==> config.mk <==
export PLATFORM = sky130hd
export DESIGN_NAME = eur_cordic_stage
export DESIGN_NICKNAME = d
export VERILOG_FILES = /design/src/hdl/eur_pkg.sv /design/src/hdl/eur_cordic_stage.sv
export SDC_FILE = /design/constraint.sdc
export NUM_CORES = 1
export LEC_CHECK = 0
export BUFFER_PORTS_ARGS = -buffer_cell sky130_fd_sc_hd__buf_4
export CAP_MARGIN = 20
export CELL_PAD_IN_SITES_DETAIL_PLACEMENT = 1
export CELL_PAD_IN_SITES_GLOBAL_PLACEMENT = 1
export CORE_AREA = 2 2 555 557
export DETAILED_ROUTE_END_ITERATION = 8
export DIE_AREA = 0 0 557 559
export HOLD_SLACK_MARGIN = 0.05
export MAX_ROUTING_LAYER = met4
export PLACE_DENSITY = 0.39
export SLEW_MARGIN = 15
export SYNTH_ARGS = -nofsm -noshare
export SYNTH_HDL_FRONTEND = slang
export SYNTH_SLANG_ARGS = --single-unit
==> constraint.sdc <==
create_clock -name clock -period 3.25 [get_ports clock]
set_input_delay 0.1625 -clock clock [delete_from_list [all_inputs] [get_ports clock]]
set_output_delay 0.1625 -clock clock [all_outputs]
set_load 0.005 [all_outputs]
==> src/hdl/eur_pkg.sv <==
// Shared types, constants and tables of the Euler rotation block.
`default_nettype none
package eur_pkg;

   localparam int unsigned CordicStagesDefault = 16;
   localparam int unsigned AtanLen = 24;
   localparam int unsigned FixedLatency = 9;

   localparam logic signed [34:0] GainQ30   = 35'sd652032874;
   localparam logic signed [34:0] HalfPiQ30 = 35'sd1686629713;
   localparam logic signed [34:0] PiQ30     = 35'sd3373259426;
   localparam logic signed [27:0] TrigOne   = 28'sd16777216;

   localparam logic [29:0] ATAN_TABLE [AtanLen] = '{
      30'h3243F6A8, 30'h1DAC6705, 30'h0FADBAFC, 30'h07F56EA6,
      30'h03FEAB76, 30'h01FFD55B, 30'h00FFFAAA, 30'h007FFF55,
      30'h003FFFEA, 30'h001FFFFD, 30'h000FFFFF, 30'h0007FFFF,
      30'h0003FFFF, 30'h0001FFFF, 30'h0000FFFF, 30'h00007FFF,
      30'h00003FFF, 30'h00001FFF, 30'h00000FFF, 30'h000007FF,
      30'h000003FF, 30'h000001FF, 30'h000000FF, 30'h0000007F
   };

   // Payload that travels down the pipeline next to its valid bit.
   typedef struct packed {
      logic signed [35:0] x;
      logic signed [35:0] y;
      logic signed [35:0] z;
      logic signed [31:0] ctr_x;
      logic signed [31:0] ctr_y;
      logic signed [31:0] ctr_z;
      logic signed [31:0] w;
      logic [2:0]         flip;
      logic [2:0][33:0]   cor_x;
      logic [2:0][33:0]   cor_y;
      logic [2:0][34:0]   cor_z;
      logic [2:0][25:0]   cosv;
      logic [2:0][25:0]   sinv;
   } pipe_type;

   // Cycles from accepted transaction to result strobe.
   function automatic int unsigned eur_latency(input int unsigned stages);
      return stages + FixedLatency;
   endfunction

endpackage
`default_nettype wire

==> src/hdl/eur_cordic_stage.sv <==
// One CORDIC iteration for the three angle lanes.
`default_nettype none
module eur_cordic_stage #(
   parameter int unsigned STAGE = 0
) (
   input  wire logic              clock,
   input  wire logic              reset,
   input  wire logic              in_valid,
   input  wire eur_pkg::pipe_type in_pipe,
   output logic                   out_valid,
   output eur_pkg::pipe_type      out_pipe
);
   import eur_pkg::*;

   localparam logic signed [34:0] AtanStep = 35'(ATAN_TABLE[STAGE]);

   logic              valid_ff;
   pipe_type          pipe_ff, pipe_in;
   logic signed [33:0] xv [3];
   logic signed [33:0] yv [3];
   logic signed [34:0] zv [3];

   // Rotate each lane toward zero residual angle
   always_comb begin
      pipe_in = in_pipe;
      for (int l = 0; l < 3; l++) begin
         xv[l] = $signed(in_pipe.cor_x[l]);
         yv[l] = $signed(in_pipe.cor_y[l]);
         zv[l] = $signed(in_pipe.cor_z[l]);
         if (zv[l] >= 0) begin
            pipe_in.cor_x[l] = xv[l] - (yv[l] >>> STAGE);
            pipe_in.cor_y[l] = yv[l] + (xv[l] >>> STAGE);
            pipe_in.cor_z[l] = zv[l] - AtanStep;
         end else begin
            pipe_in.cor_x[l] = xv[l] + (yv[l] >>> STAGE);
            pipe_in.cor_y[l] = yv[l] - (xv[l] >>> STAGE);
            pipe_in.cor_z[l] = zv[l] + AtanStep;
         end
      end
   end

   // Advance valid and payload
   always_ff @(posedge clock) begin
      if (reset) begin
         valid_ff <= 1'b0;
      end else begin
         valid_ff <= in_valid;
      end
      pipe_ff <= pipe_in;
   end

   assign out_valid = valid_ff;
   assign out_pipe  = pipe_ff;
endmodule
`default_nettype wire

==> metrics.yaml, run 1 <==
antenna_found_initial: 180
crit_path_end_kind: "register"
numCtsBuffers: 111
max_slew.worst_pin.slew_ns: 1.08
drtIter0Drc: 2113
stdcell_count: 11200
peakVddDrop_mv: 0.447
num_vias: 42900
ant_nets: 0
synth_top_family_by_area: "compound AO/OA/AOI/OAI gates"
startpoint_type: "input port"
root_buffer: "clkbuf_16"
dp_cells: 9833
critPathKind: "input port to register"
fin_nets: 8053
seq_area_mm2: 0.0141
rsz0062_at_grt: "true"
drive_gt1_share_pct: 31.3
grt_pass1_wl_um: 417000
worst-endpoint-required_ns: 4.03
grt_max_degree: 84
cts_tree: "yes"
avgSynthCellArea_um2: 8.99
gp_congestion: 1.03
setup_violations: 0
core_area_mm2: 0.305
dr.pass1.iters: 5
finalHoldViolations: 0
drv_cap: 0
synth-seq-cells: 702
tns_ns: 0
initial_core_util_pct: 11.7
clkTransAtPathRegs_ns: 0.06
total_leakage_power_nw: 31.7
die_x_um: 557
ys.flop_type: "dfxtp_1"
grt_pass1_vias: 45100
vias_per_cell: 3.84
track_usage_pct: 20.2
io_buffer_count: 1411
synth_xor_xnor_area_share_pct: 6.73
slew_headroom_pct: 28.0
clock.fmax_ghz: 0.311
fin_crit_ns: 3.22
critPathMaxFanout: 14
mostFrequentLayoutCells: "1908 x buf_4, 1096 x dlygate4sd3_1, 702 x dfxtp_1, 400 x a21oi_1, 383 x ha_1"
die-area_mm2: 0.311
power_density_mw_per_mm2: 500
ys_seq_area_share_pct: 39.4
grt_overflow: 0
final_common_cell: "buf_4"
ys.warnings.count: 0
boundaryPins: 1412
syn_inst: 3967
synth_fa_ha_area_share_pct: 14.4
worstPathArrival_ns: 4.00
synth_nets: 5076
post-dp-hpwl_um: 274000
clockBufferDepth: 4
synthArstFlopShare_pct: 0
wl_per_cell_um: 28.5
synth_compound_area_share_pct: 22.1
yosys.area_share.simple_pct: 11.2
synth_top_area_share_pct: 39.4
cts_max_level: 3
maxSlewViolCount: 0
synthTopCellsByArea: "dfxtp_1 39%, ha_1 14%, a21oi_1 5.8%"
syn_area_mm2: 0.0356
area_delta_synth_final_pct: 96.4
yosysTopAreaCell: "dfxtp_1"
status: "complete, no violations"
die_h_um: 559
rows: 203
whs_path_depth: 5
multi_input_area_mm2: 0.0201
synth_enable_flop_cells: 0
yosysUniqueCellTypes: 82
post-route-period-util_pct: 99.1
drt_wl_total_um: 318000
synth.area.mux_share_pct: 1.10
hold_path_class: "input port to register"
numClockSinks: 702
p_total_mw: 35.0
fillers: 35600
drc: 0
[cell usage after synthesis (47+ instances only)]
library cell,number
o21ai_0,257
nor2_1,293
xor2_1,47
nand3_1,49
a21oi_1,413
nand2_1,151
o21bai_1,93
xnor2_1,227
ha_1,390
a21o_1,107
inv_1,320
clkbuf_1,107
nor3_1,69
dfxtp_1,702
[through the flow]
step           instance area, um^2  setup WS, ns  util (%)  hold slack, ns
2_1_floorplan                35700        0.0290         -           0.190
3_3_place_gp                 54600        -0.633      17.9           0.267
3_5_place_dp                 54600        -0.477      17.9           0.268
4_1_cts                      69500       0.00732      22.8          0.0502
5_1_grt                      70000       -0.0441      22.9          0.0593
6_report                     70000        0.0308      23.0           0.107
[where the power goes]
| part | switching [mW] | internal [mW] | leakage [nW] |
|---|---|---|---|
| Clock | 5.07 | 8.12 | 1.93 |
| Sequential | 0.676 | 9.76 | 5.92 |
| Combinational | 5.89 | 5.47 | 23.8 |
[kinds of logic after synthesis]
logic type | count (synthesis)
xor gates and xnor gates | 274
AOI/OAI and AO/OA | 1244
DFF | 702
muxes | 39
buffers and inverters | 476
adders and majority gates | 402
and+or+nand+nor | 830
[final cells by class]
cell class,instances,share of cell area [%]
Clock inverter,48,1.07
Antenna cell,57,0.204
Sequential cell,702,20.1
Inverter,331,1.78
Timing Repair Buffer,3009,36.3
Multi-Input combinational cell,2789,28.8
Clock buffer,148,4.55
Tap cell,4100,7.33
[sequential cells by signal (all words and copies together), names as in the netlist]
register   cells
out_pipe     701
out_valid      1
[final timing paths]
kind | slack [ns] | end | start
max | 0.03 | out_pipe[222]$_DFF_P_ | in_pipe[225]
min | 0.11 | out_pipe[341]$_DFF_P_ | in_pipe[341]
[worst max-delay path, cell delays in order]
cell and delay, ns:
buf_4 0.11, dlygate4sd3_1 0.57, buf_4 0.22, ha_1 0.34, a21o_1 0.19, a21oi_2 0.18
nor2b_1 0.09, o31a_1 0.30, a22oi_1 0.18, buf_4 0.16, a311o_1 0.27, o21ai_0 0.17
a311oi_1 0.31, dlygate4sd3_1 0.61, xnor2_1 0.12
[layer usage]
metal	part of all wire [%]	wire length [um]	GRT usage [%]	vias to the layer above
met1	45	144000	25.9	21100
met2	45	144000	32.0	1544
met5	0	0	-	-
met4	2.3	7170	4.11	0
li1	-	-	-	19900
met3	7.1	22500	5.12	398
[timing repair]
item / in CTS / in global routing
setup buffers: 0 / 2
hold endpoints to repair: 633 / 0
resized for setup: 0 / 82
hold buffers: 1096 / 0
endpoints found under the setup margin: 0 / 48
Power figures use the tool's default switching activity.
==> run 2: changes to the inputs <==
--- a/config.mk
+++ b/config.mk
@@ -5,16 +5,17 @@
 export SDC_FILE = /design/constraint.sdc
 export NUM_CORES = 1
 export LEC_CHECK = 0
+export ABC_AREA = 1
 export BUFFER_PORTS_ARGS = -buffer_cell sky130_fd_sc_hd__buf_4
 export CAP_MARGIN = 20
 export CELL_PAD_IN_SITES_DETAIL_PLACEMENT = 1
 export CELL_PAD_IN_SITES_GLOBAL_PLACEMENT = 1
-export CORE_AREA = 2 2 555 557
+export CORE_AREA = 2 2 544 546
 export DETAILED_ROUTE_END_ITERATION = 8
-export DIE_AREA = 0 0 557 559
+export DIE_AREA = 0 0 546 548
 export HOLD_SLACK_MARGIN = 0.05
 export MAX_ROUTING_LAYER = met4
-export PLACE_DENSITY = 0.39
+export PLACE_DENSITY = 0.44
 export SLEW_MARGIN = 15
 export SYNTH_ARGS = -nofsm -noshare
 export SYNTH_HDL_FRONTEND = slang
==> metrics.yaml, run 2 <==
maxSlewViolCount: 0  # unchanged
die_h_um: 548  # -2.0%
synth_nets: 6926  # +36%
hold_start: "in_pipe[513]"
wl_per_cell_um: 26.1  # -8.3%
mostFrequentLayoutCells: "1481 x nand2_1, 1453 x buf_4, 1068 x dlygate4sd3_1, 707 x inv_1, 702 x dfxtp_1"
cp_slowest_stage_delay_ns: 0.64  # +0.03 ns
hold_slack_ns: 0.123  # +0.0160 ns
startpoint_type: "input port"
crit_path_end_kind: "register"
cp_num_cells: 14  # -1
p_sw_mw: 11.9  # +2.0%
postCtsSetupBuffers: 0  # unchanged
slew_headroom_pct: 37.3  # +9.3 points
power.share.sequential_pct: 30.5  # +0.7 points
numClockSinks: 702  # unchanged
boundaryPins: 1412  # unchanged
power_density_mw_per_mm2: 475  # -4.8%
initial_core_util_pct: 13.9  # +2.3 points
io_buffer_count: 1411  # unchanged
post-route-period-util_pct: 95.9  # -3.2 points
seq_area_mm2: 0.0141  # unchanged
p_comb_share_pct: 31.9  # -0.6 points
rsz0062_at_grt: "false"
clkTransAtPathRegs_ns: 0.06  # about the same
place_ws_ns: 0.315  # +0.792 ns
grtUsageMet3_pct: 3.69  # -1.4 points
ant_nets: 0  # unchanged
grt_pass1_vias: 53600  # +19%
grt_pass1_wl_um: 437000  # +4.8%
numCtsBuffers: 105  # -5.4%
fin_nets: 9427  # +17%
max_slew.worst_pin.slew_ns: 0.941  # -0.139 ns
core_area_mm2: 0.293  # -3.9%
power.internal_mw: 21.6  # -7.4%
worst-endpoint-required_ns: 4.02  # about the same
crit_buf_inv: 5  # unchanged
whs_endpoint: "out_pipe[513]$_DFF_P_"
num_vias: 49900  # +16%
ys.warnings.count: 0  # unchanged
synth-seq-cells: 702  # unchanged
yosys.cell_count.top_type: "nand2_1"
crit_family: "buffers and inverters"
syn_area_mm2: 0.0409  # +15%
slowest_stage: "dlygate4sd3_1"
drc: 0  # unchanged
netSwitchingFraction_pct: 35.4  # +2.2 points
gp_congestion: 0.951  # -7.9%
grt_use_met2_pct: 37.4  # +5.4 points
synth_top_area_share_pct: 34.4  # -5.0 points
synthTopCellsByArea: "dfxtp_1 34%, nand2_1 14%, ha_1 12%"
whs_path_depth: 2  # -3
met1_usage_pct: 24.3  # -1.6 points
peakVddDrop_mv: 0.497  # +11%
drtIter0Drc: 2586  # +22%
yosysTopAreaCell: "dfxtp_1"
grt_max_degree: 72  # -14%
crit_chain: "dlygate4sd3_1 > buf_4 > ha_1 > a21oi_1 > o21ai_1 > a21oi_1 > dlygate4sd3_1 > nand2_1 > dlygate4sd3_1 > a21oi_1 > dlygate4sd3_1 > nand2_1 > nand2_1 > nand2_1"
yosysUniqueCellTypes: 48  # -41%
cts_tree: "yes"
synth_commonest_cells: "1482 x nand2_1, 707 x inv_1, 702 x dfxtp_1"
critPathKind: "input port to register"
area_delta_synth_final_pct: 72.5
root_buffer: "clkbuf_16"
final_common_cell: "nand2_1"
synthArstFlopShare_pct: 0  # unchanged
synth_enable_flop_cells: 0  # unchanged
p_total_mw: 33.5  # -4.2%
rows: 199  # -2.0%
avgSynthCellArea_um2: 7.02  # -22%
track_usage_pct: 21.4  # +1.2 points
drive_gt1_share_pct: 20.9  # -10 points
drv_cap: 0  # unchanged
critPathMaxFanout: 4  # -10
total_leakage_power_nw: 33.8  # +6.7%
tns_ns: 0  # unchanged
syn_inst: 5817  # +47%
top_usage_layer: "met2"
status: "complete, no violations"
clockBufferDepth: 4  # unchanged
ys.flop_type: "dfxtp_1"
fillers: 35400  # -0.79%
setup_violations: 0  # unchanged
die_x_um: 546  # -2.0%
grt_overflow: 0  # unchanged
drt_wl_total_um: 323000  # +1.4%
hold_path_class: "input port to register"
clock.fmax_ghz: 0.321  # +3.3%
vias_per_cell: 4.04  # +5.2%
largest_register_ffs: 701  # unchanged
multi_input_area_mm2: 0.0233  # +16%
setup_slack_ns: 0.134  # +0.103 ns
cts_max_level: 3  # unchanged
finalHoldViolations: 0  # unchanged
fin_crit_ns: 3.12  # -0.103 ns
ys_seq_area_share_pct: 34.4  # -5.0 points
antenna_found_initial: 81  # -55%
p_clk_share_pct: 37.6  # about the same
die-area_mm2: 0.299  # -3.9%
dr.pass1.iters: 6  # +1
post-dp-hpwl_um: 276000  # +0.60%
worstPathArrival_ns: 3.89  # -0.11 ns
-- run 2: changes by cell type in the layout (fill, tap and decap cells not counted), moves of 41 or more --
cell      change
inv_1       +390
a211oi_1     -41
buf_4       -455
xnor2_1     -212
a21o_1       -57
nand3_1     +454
a21oi_1      +94
nand2_1    +1331
nor2b_1      -41
xor2_1       +97
nor2_1      +200
-- run 2: cells by family (layout without fill, tap and decap cells) --
| group | count (synthesis) | after routing | share of synthesized area [%] |
|---|---|---|---|
| multiplexers | 1 | 1 | 0.0245 |
| flip-flops | 702 | 702 | 34.4 |
| AND/OR/NAND/NOR | 2678 | 2678 | 27.5 |
| adder cells (fa/ha/maj) | 402 | 402 | 12.5 |
| XOR/XNOR | 156 | 156 | 3.34 |
| other | 0 | 47 | 0 |
| AO/OA/AOI/OAI | 1012 | 1012 | 13.6 |
| buffers and inverters | 866 | 3450 | 8.60 |
-- run 2: layout make-up --
class / instances / area share (%)
multi-input cells: 4249 / 33.1
repair buffers: 2522 / 30.7
flip-flops and latches: 702 / 19.9
well taps: 3919 / 6.96
clock buffers: 134 / 4.12
inverters: 738 / 3.94
clock inverters: 56 / 1.12
diodes: 47 / 0.167
-- run 2: metrics by stage --
step,cells,util [%],cell area [um^2]
after floorplan,5817,-,40900
after global placement,11100,19.1,55900
after detailed placement,11100,19.1,55900
after CTS,12300,24.0,70300
after global routing,12400,24.0,70400
final,12400,24.0,70500
-- run 2: timing repair --
| item | 4_1_cts | 5_1_grt |
|---|---|---|
| gates resized for setup | 0 | 11 |
| endpoints found under the hold margin | 589 | 0 |
| endpoints found under the setup margin | 0 | 3 |
| hold buffers | 1068 | 0 |
-- run 2: metal layers --
| layer | vias to the layer above | share of wire, % |
|---|---|---|
| li1 | 23900 | - |
| met1 | 24300 | 41 |
| met2 | 1369 | 49 |
| met3 | 371 | 4.5 |
| met4 | 0 | 4.6 |
| met5 | - | 0 |
-- run 2: worst max-delay path by stage --
stage,from,to
floorplan,in_pipe[225],out_pipe[223]$_DFF_P_
global placement,in_pipe[402],out_pipe[411]$_DFF_P_
detailed placement,in_pipe[402],out_pipe[309]$_DFF_P_
CTS,in_pipe[260],out_pipe[259]$_DFF_P_
global route,in_pipe[460],out_pipe[362]$_DFF_P_
finish,in_pipe[252],out_pipe[259]$_DFF_P_
-- run 2: power groups by stage --
stage | Combinational (mW) | Sequential, mW | Clock, mW
2_1_floorplan | 3.88 | 10.2 | 0
3_3_place_gp | 9.43 | 10.4 | 0
3_5_place_dp | 9.42 | 10.4 | 0
4_1_cts | 10.8 | 10.2 | 13.2
5_1_grt | 11.6 | 10.3 | 13.4
6_report | 10.7 | 10.2 | 12.6
